### src/rtl/knn_topk_weighted_vote_top_macros.svh
// Assertion macros for the nearest-neighbor vote block
`ifndef KNN_TOPK_WEIGHTED_VOTE_TOP_MACROS_SVH
`define KNN_TOPK_WEIGHTED_VOTE_TOP_MACROS_SVH
// Check that an antecedent implies a consequent in the same cycle
`define KNN_ASSERT_IMPL(label, clk, rst, ante, cons, msg) \
   label: assert property (@(posedge clk) disable iff (rst) (ante) |-> (cons)) \
      else $error(msg);
// Check that an antecedent implies a consequent in the next cycle
`define KNN_ASSERT_NEXT(label, clk, rst, ante, cons, msg) \
   label: assert property (@(posedge clk) disable iff (rst) (ante) |=> (cons)) \
      else $error(msg);
`endif

### src/rtl/knn_pkg.sv
// Shared types and constants of the nearest-neighbor vote block
`timescale 1ns / 1ps
package knn_pkg;
   localparam int MaxNeighbors = 32;
   localparam int NumClasses   = 10;
   localparam int DistW  = 16;
   localparam int LabelW = 4;
   localparam int LenW   = 6;
   localparam int BiasW  = 10;
   localparam int DenW   = 17;
   localparam int WeightW = 25;
   localparam int SumW    = 31;

   localparam logic [1:0] OP_INSERT  = 2'd0;
   localparam logic [1:0] OP_CLEAR   = 2'd1;
   localparam logic [1:0] OP_PREDICT = 2'd2;

   localparam logic CSR_LIST_LENGTH = 1'b0;
   localparam logic CSR_WEIGHT_BIAS = 1'b1;

   localparam logic [LenW-1:0]  LEN_RESET  = 6'd20;
   localparam logic [BiasW-1:0] BIAS_RESET = 10'd8;

   typedef struct packed {
      logic [1:0]        operation;
      logic [DistW-1:0]  cand_distance;
      logic [LabelW-1:0] cand_label;
      logic [LenW-1:0]   query_count;
   } req_type;

   typedef struct packed {
      logic [LabelW-1:0] predicted_class;
      logic              prediction_valid;
   } rsp_type;

   // controller to datapath
   typedef struct packed {
      logic do_insert;
      logic do_clear;
      logic vote_start;   // load query, clear sums
      logic vote_step;    // weigh next entry
      logic div_start;
      logic scan_start;
      logic scan_step;
      logic finish;
   } cmd_type;

   // datapath to controller
   typedef struct packed {
      logic entries_done; // all query entries weighed
      logic div_done;
      logic scan_done;
      logic invalid;
   } sts_type;
endpackage

### src/rtl/knn_div.sv
// Restoring divider for 2^24 / denominator, one quotient bit per cycle
`timescale 1ns / 1ps
module knn_div
   import knn_pkg::*;
(
   input  logic               clock,
   input  logic               reset,
   input  logic               start,
   input  logic [DenW-1:0]    den,
   output logic               done,
   output logic [WeightW-1:0] quot
);
   localparam int CntW = $clog2(WeightW + 1);
   logic [DenW:0]      rem_ff, rem_in;
   logic [WeightW-1:0] q_ff, q_in;
   logic [DenW-1:0]    den_ff, den_in;
   logic [CntW-1:0]    cnt_ff, cnt_in;
   logic               run_ff, run_in;
   logic               zero_ff, zero_in;
   logic [DenW:0]      trial;
   logic               bit_in;

   always_comb begin
      rem_in = rem_ff; q_in = q_ff; den_in = den_ff; cnt_in = cnt_ff;
      run_in = run_ff; zero_in = zero_ff;
      // dividend is a single one at bit 24: it enters on the first step
      bit_in = (cnt_ff == CntW'(WeightW));
      trial = {rem_ff[DenW-1:0], bit_in};
      if (start) begin
         rem_in = '0; q_in = '0; den_in = den; cnt_in = CntW'(WeightW);
         run_in = 1'b1; zero_in = (den == '0);
      end else if (run_ff) begin
         if (trial >= {1'b0, den_ff}) begin
            rem_in = trial - {1'b0, den_ff};
            q_in = {q_ff[WeightW-2:0], 1'b1};
         end else begin
            rem_in = trial;
            q_in = {q_ff[WeightW-2:0], 1'b0};
         end
         cnt_in = cnt_ff - 1'b1;
         if (cnt_ff == CntW'(1)) run_in = 1'b0;
      end
   end

   always_ff @(posedge clock) begin
      if (reset) begin
         run_ff <= 1'b0; cnt_ff <= '0;
      end else begin
         run_ff <= run_in; cnt_ff <= cnt_in;
      end
      rem_ff <= rem_in; q_ff <= q_in; den_ff <= den_in; zero_ff <= zero_in;
   end

   assign done = run_ff && (cnt_ff == CntW'(1));
   assign quot = zero_ff ? {1'b1, {(WeightW-1){1'b0}}} : q_in;
endmodule

### src/rtl/knn_datapath.sv
// Sorted candidate list, class sums and winner scan
`timescale 1ns / 1ps
`include "knn_topk_weighted_vote_top_macros.svh"
module knn_datapath
   import knn_pkg::*;
#(
   parameter int MAX_NEIGHBORS = MaxNeighbors,
   parameter int NUM_CLASSES   = NumClasses
) (
   input  logic             clock,
   input  logic             reset,
   input  req_type          req,
   input  logic             csr_valid,
   input  logic             csr_index,
   input  logic [15:0]      csr_wdata,
   input  cmd_type          cmd,
   output sts_type          sts,
   output rsp_type          rsp_data
);
   localparam int IdxW = (MAX_NEIGHBORS > 1) ? $clog2(MAX_NEIGHBORS) : 1;
   localparam int CntW = $clog2(MAX_NEIGHBORS + 1);
   localparam int ClsW = (NUM_CLASSES > 1) ? $clog2(NUM_CLASSES) : 1;

   logic [DistW-1:0]  dist_ff [MAX_NEIGHBORS];
   logic [LabelW-1:0] lab_ff  [MAX_NEIGHBORS];
   logic [CntW-1:0]   held_ff, held_in;
   logic [LenW-1:0]   len_ff;
   logic [BiasW-1:0]  bias_ff;
   logic [CntW-1:0]   eff_len;
   logic [MAX_NEIGHBORS-1:0] gt_vec;  // held entry strictly above candidate
   logic              full, drop;

   logic [SumW-1:0]   sum_ff [NUM_CLASSES];
   logic [CntW-1:0]   vidx_ff;
   logic [LenW-1:0]   qcnt_ff;
   logic              inval_ff;
   logic [ClsW-1:0]   scan_ff;
   logic [ClsW-1:0]   best_ff;
   logic [LabelW-1:0] cur_lab_ff;
   logic [WeightW-1:0] w;
   logic              div_done;
   logic [DenW-1:0]   den;

   always_comb begin
      if (len_ff == '0) eff_len = CntW'(1);
      else if ({1'b0, len_ff} > 7'(MAX_NEIGHBORS)) eff_len = CntW'(MAX_NEIGHBORS);
      else eff_len = CntW'(len_ff);
   end

   assign full = (held_ff >= eff_len);
   always_comb begin
      for (int i = 0; i < MAX_NEIGHBORS; i++)
         gt_vec[i] = (CntW'(i) < held_ff) && (dist_ff[i] > req.cand_distance);
      drop = full && !gt_vec[IdxW'(eff_len - 1'b1)];
   end

   always_comb begin
      held_in = held_ff;
      if (cmd.do_clear) held_in = '0;
      else if (cmd.do_insert && !full) held_in = held_ff + 1'b1;
      if (csr_valid && csr_index == CSR_LIST_LENGTH) begin
         if (held_ff > CntW'(csr_wdata[LenW-1:0]) && csr_wdata[LenW-1:0] != '0)
            held_in = ({1'b0, csr_wdata[LenW-1:0]} > 7'(MAX_NEIGHBORS)) ?
                      held_ff : CntW'(csr_wdata[LenW-1:0]);
         else if (csr_wdata[LenW-1:0] == '0 && held_ff > CntW'(1))
            held_in = CntW'(1);
      end
   end

   // shift-insert: each slot takes candidate, its left neighbor, or holds
   always_ff @(posedge clock) begin
      if (cmd.do_insert && !drop) begin
         for (int i = 0; i < MAX_NEIGHBORS; i++) begin
            if (gt_vec[i] || (CntW'(i) == held_ff && !full)) begin
               if (i == 0 || !(gt_vec[(i == 0) ? 0 : i-1])) begin
                  dist_ff[i] <= req.cand_distance;
                  lab_ff[i]  <= req.cand_label;
               end else begin
                  dist_ff[i] <= dist_ff[(i == 0) ? 0 : i-1];
                  lab_ff[i]  <= lab_ff[(i == 0) ? 0 : i-1];
               end
            end
         end
      end
   end

   always_ff @(posedge clock) begin
      if (reset) begin
         held_ff <= '0; len_ff <= LEN_RESET; bias_ff <= BIAS_RESET;
      end else begin
         held_ff <= held_in;
         if (csr_valid && csr_index == CSR_LIST_LENGTH) len_ff <= csr_wdata[LenW-1:0];
         if (csr_valid && csr_index == CSR_WEIGHT_BIAS) bias_ff <= csr_wdata[BiasW-1:0];
      end
   end

   assign den = DenW'(dist_ff[vidx_ff[IdxW-1:0]]) + DenW'(bias_ff);

   knn_div u_div (
      .clock(clock), .reset(reset), .start(cmd.div_start), .den(den),
      .done(div_done), .quot(w)
   );

   always_ff @(posedge clock) begin
      if (cmd.vote_start) begin
         vidx_ff  <= '0;
         qcnt_ff  <= req.query_count;
         inval_ff <= (CntW'(req.query_count) > held_ff) ||
                     ({1'b0, req.query_count} > 7'(held_ff));
         for (int c = 0; c < NUM_CLASSES; c++) sum_ff[c] <= '0;
      end
      if (cmd.div_start) cur_lab_ff <= lab_ff[vidx_ff[IdxW-1:0]];
      if (cmd.vote_step) begin
         if ({1'b0, cur_lab_ff} < 5'(NUM_CLASSES))
            sum_ff[cur_lab_ff[ClsW-1:0]] <= sum_ff[cur_lab_ff[ClsW-1:0]] + SumW'(w);
         vidx_ff <= vidx_ff + 1'b1;
      end
      if (cmd.scan_start) begin
         scan_ff <= ClsW'(1); best_ff <= '0;
      end
      if (cmd.scan_step) begin
         if (sum_ff[scan_ff] > sum_ff[best_ff]) best_ff <= scan_ff;
         scan_ff <= scan_ff + 1'b1;
      end
   end

   assign sts.entries_done = ({1'b0, vidx_ff} >= {1'b0, CntW'(qcnt_ff)}) ||
                             (7'(qcnt_ff) > 7'(MAX_NEIGHBORS));
   assign sts.div_done  = div_done;
   assign sts.scan_done = (scan_ff >= ClsW'(NUM_CLASSES - 1)) || (scan_ff == '0);
   assign sts.invalid   = inval_ff;
   assign rsp_data.predicted_class  = inval_ff ? '0 : LabelW'(best_ff);
   assign rsp_data.prediction_valid = !inval_ff;

   `KNN_ASSERT_IMPL(a_held_le_max, clock, reset, 1'b1,
      held_ff <= CntW'(MAX_NEIGHBORS), "held count above capacity")
   `KNN_ASSERT_NEXT(a_clear_empties, clock, reset, cmd.do_clear && !csr_valid,
      held_ff == '0, "clear did not empty list")
   `KNN_ASSERT_IMPL(a_no_overlap, clock, reset, cmd.do_insert,
      !cmd.vote_step && !cmd.scan_step, "insert during vote")
endmodule

### src/rtl/knn_ctrl.sv
// Sequencer for insert, clear and predict items
`timescale 1ns / 1ps
`include "knn_topk_weighted_vote_top_macros.svh"
module knn_ctrl
   import knn_pkg::*;
(
   input  logic       clock,
   input  logic       reset,
   input  logic       start,
   input  logic [1:0] operation,
   input  sts_type    sts,
   output cmd_type    cmd,
   output logic       busy,
   output logic       rsp_valid
);
   typedef enum logic [5:0] {
      S_IDLE  = 6'b000001,
      S_CHECK = 6'b000010,
      S_DIV   = 6'b000100,
      S_SCAN0 = 6'b001000,
      S_SCAN  = 6'b010000,
      S_DONE  = 6'b100000
   } state_type;

   state_type state_ff, state_in;

   always_comb begin
      state_in = state_ff;
      cmd = '0;
      case (state_ff)
         S_IDLE: begin
            if (start) begin
               cmd.do_insert = (operation == OP_INSERT);
               cmd.do_clear  = (operation == OP_CLEAR);
               if (operation == OP_PREDICT) begin
                  cmd.vote_start = 1'b1;
                  state_in = S_CHECK;
               end
            end
         end
         S_CHECK: begin
            if (sts.invalid) state_in = S_DONE;
            else if (sts.entries_done) state_in = S_SCAN0;
            else begin
               cmd.div_start = 1'b1;
               state_in = S_DIV;
            end
         end
         S_DIV: begin
            if (sts.div_done) begin
               cmd.vote_step = 1'b1;
               state_in = S_CHECK;
            end
         end
         S_SCAN0: begin
            cmd.scan_start = 1'b1;
            state_in = S_SCAN;
         end
         S_SCAN: begin
            cmd.scan_step = 1'b1;
            if (sts.scan_done) state_in = S_DONE;
         end
         S_DONE: begin
            cmd.finish = 1'b1;
            state_in = S_IDLE;
         end
         default: state_in = S_IDLE;
      endcase
   end

   always_ff @(posedge clock) begin
      if (reset) state_ff <= S_IDLE;
      else state_ff <= state_in;
   end

   assign busy = (state_ff != S_IDLE);
   assign rsp_valid = (state_ff == S_DONE);

   `KNN_ASSERT_NEXT(a_predict_busy, clock, reset,
      start && !busy && operation == OP_PREDICT, busy, "predict did not start")
   `KNN_ASSERT_NEXT(a_done_idle, clock, reset, rsp_valid, !busy,
      "no return to idle after result")
   `KNN_ASSERT_IMPL(a_onehot, clock, reset, 1'b1, $onehot(state_ff),
      "state not one-hot")
endmodule

### src/rtl/knn_topk_weighted_vote_top.sv
// Top level of the nearest-neighbor candidate list and weighted vote
//  channel | direction | handshake
//  req_    | in        | start / busy
//  rsp_    | out       | rsp_valid strobe, no backpressure
//  csr_    | in        | csr_valid / csr_ready (always ready)
// Insert and clear finish without raising busy; the list shifts all slots in parallel.
// Predict holds busy through a check state and the serial divider for each
// voting entry, then through the scan states and the result state.
// A predict whose count exceeds the held entries goes from check to result.
// Reset is synchronous; it empties the list and restores register defaults.
// The result strobe lasts one cycle and cannot be held off.
`timescale 1ns / 1ps
module knn_topk_weighted_vote_top
   import knn_pkg::*;
#(
   parameter int MAX_NEIGHBORS = MaxNeighbors,
   parameter int NUM_CLASSES   = NumClasses
) (
   input  logic        clock,
   input  logic        reset,
   input  logic        start,
   output logic        busy,
   input  req_type     req_data,
   output logic        rsp_valid,
   output rsp_type     rsp_data,
   input  logic        csr_valid,
   output logic        csr_ready,
   input  logic        csr_index,
   input  logic [15:0] csr_wdata
);
   cmd_type cmd;
   sts_type sts;

   assign csr_ready = 1'b1;

   knn_ctrl u_ctrl (
      .clock(clock), .reset(reset), .start(start), .operation(req_data.operation),
      .sts(sts), .cmd(cmd), .busy(busy), .rsp_valid(rsp_valid)
   );

   knn_datapath #(.MAX_NEIGHBORS(MAX_NEIGHBORS), .NUM_CLASSES(NUM_CLASSES)) u_dp (
      .clock(clock), .reset(reset), .req(req_data), .csr_valid(csr_valid),
      .csr_index(csr_index), .csr_wdata(csr_wdata), .cmd(cmd), .sts(sts),
      .rsp_data(rsp_data)
   );
endmodule

### config.mk
export PLATFORM = sky130hd
export DESIGN_NAME = knn_topk_weighted_vote_top
export DESIGN_NICKNAME = d
export VERILOG_FILES = /design/src/rtl/knn_pkg.sv /design/src/rtl/knn_div.sv /design/src/rtl/knn_datapath.sv /design/src/rtl/knn_ctrl.sv /design/src/rtl/knn_topk_weighted_vote_top.sv
export VERILOG_INCLUDE_DIRS = /design/src /design/src/rtl
export SDC_FILE = /design/constraint.sdc
export NUM_CORES = 2
export LEC_CHECK = 0
export BUFFER_PORTS_ARGS = -buffer_cell sky130_fd_sc_hd__buf_4
export CAP_MARGIN = 20
export CORE_ASPECT_RATIO = 0.9
export CORE_MARGIN = 8
export CORE_UTILIZATION = 43
export CTS_CLUSTER_DIAMETER = 150
export CTS_CLUSTER_SIZE = 25
export DETAILED_ROUTE_END_ITERATION = 10
export PLACE_DENSITY = 0.66
export SLEW_MARGIN = 5
export SYNTH_ARGS = -nofsm -noshare
export SYNTH_HDL_FRONTEND = slang
export SYNTH_SLANG_ARGS = --single-unit
### constraint.sdc
create_clock -name clock -period 8.35 [get_ports clock]
set_clock_uncertainty 0.1 [all_clocks]
set_input_delay 1.67 -clock clock [delete_from_list [all_inputs] [get_ports clock]]
set_output_delay 1.67 -clock clock [all_outputs]
set_load 0.01 [all_outputs]
# Yosys cells after proc, flatten, opt, wreduce, memory -nomap -nowiden
# Memories as Yosys holds them, arrays and structs flattened. A register that Yosys moved wholly into a read port is not among the register bits.
# Cells that the tools add are included.
[op_classes] mux=368 n_reduce_logical=124 n_eq_ne=47 n_lt_le_gt_ge=78 addsub=8 n_bitwise=63
[ops] op="$gt A16 B16 Y1" n=32
[ops] op="$mux W16" n=31
[ops] op="$mux W1" n=270
[ops] op="$mux W4" n=40
[ops] op="$eq A5 B6 Y1 const A" n=16
[ops] op="$lt A5 B6 Y1 const A" n=16
[ops] op="$mux W6" n=15
[ops] op="$mux W25" n=3
[ops] op="$logic_and A1 B1 Y1" n=72
[ops] op="$or A1 B1 Y1" n=62
[ops] op="$eq A4 B6 Y1 const A" n=8
[ops] op="$lt A4 B6 Y1 const A" n=8
[ops] op="$logic_or A1 B1 Y1" n=35
[ops] op="$add A31 B25 Y31" n=1
[ops] op="$gt A31 B31 Y1" n=1
[ops] op="$mux W31" n=1
[ops] op="$reduce_or A31 Y1" n=1
[ops] op="$pmux W6 S5" n=1
[ops] op="$eq A3 B6 Y1 const A" n=4
[ops] op="$lt A3 B6 Y1 const A" n=4
[ops] op="$ge A18 B17 Y1" n=1
[ops] op="$gt A6 B6 Y1" n=3
[ops] op="$gt A6 B6 Y1 const B" n=3
[ops] op="$logic_not A6 Y1" n=3
[ops] op="41 further kinds" n=57
[word_totals] ram_bits=950 wordCells=707 n_memories=3 in_bits=49 output_inout_bits=8 register_bits=115
[mem_list] name="u_dp.dist_ff" depth=32 word_bits=16 read_ports=33 rd_ports_with_merged_regs=1 write_ports=32 line_no="knn_datapath.sv:24" text="logic [DistW-1:0] dist_ff [MAX_NEIGHBORS];"
[mem_list] name="u_dp.sum_ff" depth=10 word_bits=31 read_ports=3 rd_ports_with_merged_regs=2 write_ports=10 line_no="knn_datapath.sv:33" text="logic [SumW-1:0] sum_ff [NUM_CLASSES];"
[mem_list] name="u_dp.lab_ff" depth=32 word_bits=4 read_ports=32 rd_ports_with_merged_regs=1 write_ports=32 line_no="knn_datapath.sv:25" text="logic [LabelW-1:0] lab_ff [MAX_NEIGHBORS];"

# Longest topological paths before layout
[depth] word_depth=13 ltp_mapped=31 ltp_nobuf=30

# By module
# Synthesis repeated with hierarchy kept, for this count alone.
[hier_totals] hier_cells=5968 hier_area_um2=81555.7
[modules_own_cells] module="knn_datapath" instances=1 cells_per_inst=5498 area_per_inst_um2=77391.7
[modules_own_cells] module="knn_div" instances=1 cells_per_inst=418 area_per_inst_um2=3736.1
[modules_own_cells] module="knn_ctrl" instances=1 cells_per_inst=50 area_per_inst_um2=416.6
[modules_own_cells] module="knn_topk_weighted_vote_top" instances=1 cells_per_inst=2 area_per_inst_um2=11.3

# Worst setup path after synthesis
# No wires, ideal clock.
[synth_timing] kind="register to register" from="reg u_dp.cur_lab_ff[0], read port of u_dp.lab_ff" to="mem u_dp.sum_ff[10][30], data pin" setup_slack_ps=1880 n_path_buf=5 arrival_time_ps=6067 setup_ps=303 stages_incl_launch_ff=22 required_ps=7947 path_cell_list="edfxtp_1 -> buf_1 -> buf_2 -> buf_2 -> buf_1 -> buf_1 -> mux4_2 -> mux4_2 -> ha_1 -> inv_1 -> fa_1 -> nor2b_1 -> o21ai_0 -> a21oi_1 -> o21a_1 -> o21ai_0 -> o31a_1 -> o211ai_1 -> a41oi_1 -> nor2_1 -> xnor2_1 -> nor2_1"
[synth_lines] item="start: declaration" line_no="knn_datapath.sv:39" text="logic [LabelW-1:0] cur_lab_ff;"
[synth_lines] item="end: declaration" line_no="knn_datapath.sv:33"

==> impl_metrics.ini <==
[detailed_routing]
finalWirelength_mm = 250
drc = 0
wl_per_cell_um = 29.4
drt-initial-drc-count = 6895
postRouteAntennaNets = 0
first_pass_iters = 6
vias = 55035
avgViaCountPerCell = 6.48

[critical_path]
worstSetupPathType = reg2reg
critPathLaunchType = register
arrival_ns = 8.00
slowest_stage = xnor2_1
required_ns = 8.63
endpoint_kind = register
cp_common_cell = o21ai_0
max_stage_delay_ns = 0.68
cp_max_fo = 10

[floorplan]
die_y_um = 429
fp.coreArea_um2 = 188000
die_w_um = 475
num_rows = 151
die_area_um2 = 204000
boundaryPins = 57
start_util = 0.433

[sta]
final-max-slew-violation-count = 0
fmax_ghz = 0.130
setup_tns_ns = 0
finalSetupViolations = 0
finalHoldViolCount = 0
slew_headroom = 0.230
worst_pin_slew_ns = 1.15
fin_crit_sh = 0.924
worst_hold_slack_ns = 0.391
final.setup.worst_slack_ns = 0.632
rsz0062_at_grt = no
min_period_ns = 7.72

[power]
powerDensity_nw_per_um2 = 145
pwr-share-comb = 0.167
ir_worst_vdd_v = 0.000165
leakage_uw = 0.0316
p_seq_frac = 0.568
p_switching_uw = 3470
p_sw_frac = 0.272
pwr-share-clk = 0.265
p_total_uw = 12800
internal_power_uw = 9310

[cts]
cts_buffers = 56
ctsHoldBuffers = 0
clockBufferDepth = 3
clkTransAtPathRegs_ns = 0.11
clockRootBuffer = clkbuf_16
cts_resized = 0
htreeDepth = 2
postCtsSetupBuffers = 0
insertion_delay_ns = 0.76
cts_tree = done
cts.sinks = 1264

[grt]
grt_max_degree = 65
grt.total_usage = 0.237
antenna_found_initial = 12
overflow = 0
grt_pass1_wl_mm = 364
grt_pass1_vias = 53726

[logic_synthesis]
netlist_area_um2 = 81500
synth_warnings = 0
syn_avg_cell_area_um2 = 14.0
synth_flop_cell = edfxtp_1
ys_seq_elements = 1264
synth_area_leaders = edfxtp_1 43%, mux4_2 18%, ha_1 9.7%, mux2_2 5.1%, mux2_4 4.0%
synth_top_cell_by_area = edfxtp_1
syn_inst = 5811
synth_cell_types = 85
synth_top_area_frac = 0.433
synth_edf_count = 1175
synth-seq-area-share = 0.455
ys_async_sr_fraction = 0

[status]
run_status = complete, no violations

[finish]
area_delta_synth_final_pct = 8.18
fillers = 16284
drive_gt1_frac = 0.278
nets = 6616

[placement]
globalplace.congestion = 0.973
dp_worst_setup_slack_ns = 0.801
portBuffers = 49
hpwl_mm = 175

[job]
maxCapViolations = 0

[worst_hold_path]
min_path_type = reg2reg
## through the flow
step	util	instance area [um2]	instances
after floorplan	-	82200	5996
after global placement	0.460	86600	8398
after detailed placement	0.460	86600	8398
after CTS	0.468	88100	8492
after global routing	0.468	88200	8496
final	0.468	88200	8498
## cells in the mapped netlist, types with 35 or more instances
| cell | n |
|---|---|
| a211oi_1 | 35 |
| a21o_1 | 86 |
| a21oi_1 | 275 |
| a31oi_1 | 38 |
| buf_1 | 55 |
| buf_2 | 44 |
| clkbuf_1 | 237 |
| dfxtp_1 | 89 |
| edfxtp_1 | 1175 |
| ha_1 | 630 |
| inv_1 | 195 |
| mux2_2 | 369 |
| mux2_4 | 218 |
| mux2i_1 | 38 |
| mux4_2 | 665 |
| nand2_1 | 224 |
| nand3_1 | 76 |
| nand4_1 | 82 |
| nor2_1 | 499 |
| nor2b_1 | 53 |
| nor3_1 | 85 |
| o211ai_1 | 36 |
| o21ai_0 | 140 |
| xnor2_1 | 43 |
## sequential cells by signal, indices dropped and copies added, names as in the netlist, 6 cells and up, named ones only
signal and flops:
u_dp.qcnt_ff 6, u_dp.u_div.q_ff 25, u_dp.held_ff 6, u_ctrl.state_ff 6, u_dp.vidx_ff 6, u_dp.u_div.den_ff 17, u_dp.u_div.rem_ff 17, u_dp.dist_ff 512
u_dp.sum_ff 496, u_dp.lab_ff 128, u_dp.len_ff 6, u_dp.bias_ff 10
## layout by cell type (no fill, tap or decap), drive strengths merged, types with 36 or more instances in the layout
| cell | instances |
|---|---|
| a31oi | 38 |
| mux2 | 618 |
| a21oi | 275 |
| conb | 187 |
| edfxtp | 1175 |
| nand3 | 76 |
| nor2 | 499 |
| nor2b | 53 |
| o211ai | 36 |
| nor3 | 85 |
| mux4 | 665 |
| inv | 193 |
| nand2 | 224 |
| clkbuf | 91 |
| ha | 630 |
| buf | 240 |
| nand4 | 82 |
| o21ai | 140 |
| mux2i | 38 |
| dfxtp | 89 |
| xnor2 | 43 |
| a21o | 86 |
## logic make-up after synthesis
| logic type | share of synthesized area |
|---|---|
| buffers and inverters | 0.0286 |
| other | 0.0000921 |
| AND/OR/NAND/NOR | 0.0694 |
| XOR/XNOR | 0.00666 |
| adder cells (fa/ha/maj) | 0.0974 |
| flip-flops | 0.455 |
| AO/OA/AOI/OAI | 0.0595 |
| multiplexers | 0.284 |
## per-layer routing
metal	GRT usage	vias to the layer above	wire (um)	share of wire
met1	0.337	28226	101000	0.41
met5	0	-	29	0.00012
met4	0.0876	4	11000	0.044
met3	0.0506	507	27600	0.11
met2	0.357	3092	109000	0.44
li1	-	23206	-	-
## path summary, 6_finish.rpt
check	start	to	slack [ns]	cells after the start
setup / recovery	u_dp.u_div.cnt_ff[1]$_SDFFE_PP0P_	u_dp.sum_ff[12][30]$_DFFE_PP_	0.63	30
hold reg to reg	u_dp.u_div.rem_ff[5]$_SDFFE_PP0P_	u_dp.u_div.rem_ff[6]$_SDFFE_PP0P_	0.39	2
setup reg to reg	u_dp.u_div.cnt_ff[1]$_SDFFE_PP0P_	u_dp.sum_ff[12][30]$_DFFE_PP_	0.63	30
hold / removal	u_dp.u_div.rem_ff[5]$_SDFFE_PP0P_	u_dp.u_div.rem_ff[6]$_SDFFE_PP0P_	0.39	2
## cell type report
type | instances | area, um2 | area share
antenna | 4 | 10.0 | 0.000113
clock buffer | 91 | 1550 | 0.0176
clock inverter | 3 | 28.8 | 0.000326
inverter | 199 | 747 | 0.00847
multi-input combinational | 4173 | 43000 | 0.488
sequential | 1264 | 37100 | 0.421
tap | 2524 | 3160 | 0.0358
timing repair buffer | 240 | 2570 | 0.0291
## power by group through the flow
stage / Combinational, uW / Clock, uW / Sequential (uW)
global route: 2290 / 3620 / 7290
finish: 2130 / 3390 / 7260
detailed placement: 2080 / 0 / 7400
CTS: 2090 / 3440 / 7260
floorplan: 1450 / 0 / 7330
global placement: 2040 / 0 / 7380
## critical path: cells and delay by family (launching register included)
kind / cells / cell delay, ns
xor+xnor: 1 / 0.68
simple gates: 7 / 0.94
compound gates: 15 / 4.08
fa+ha+maj: 5 / 1.06
buf+inv: 2 / 0.15
flops: 1 / 0.37
No activity file was read; power rests on OpenSTA's default activity.
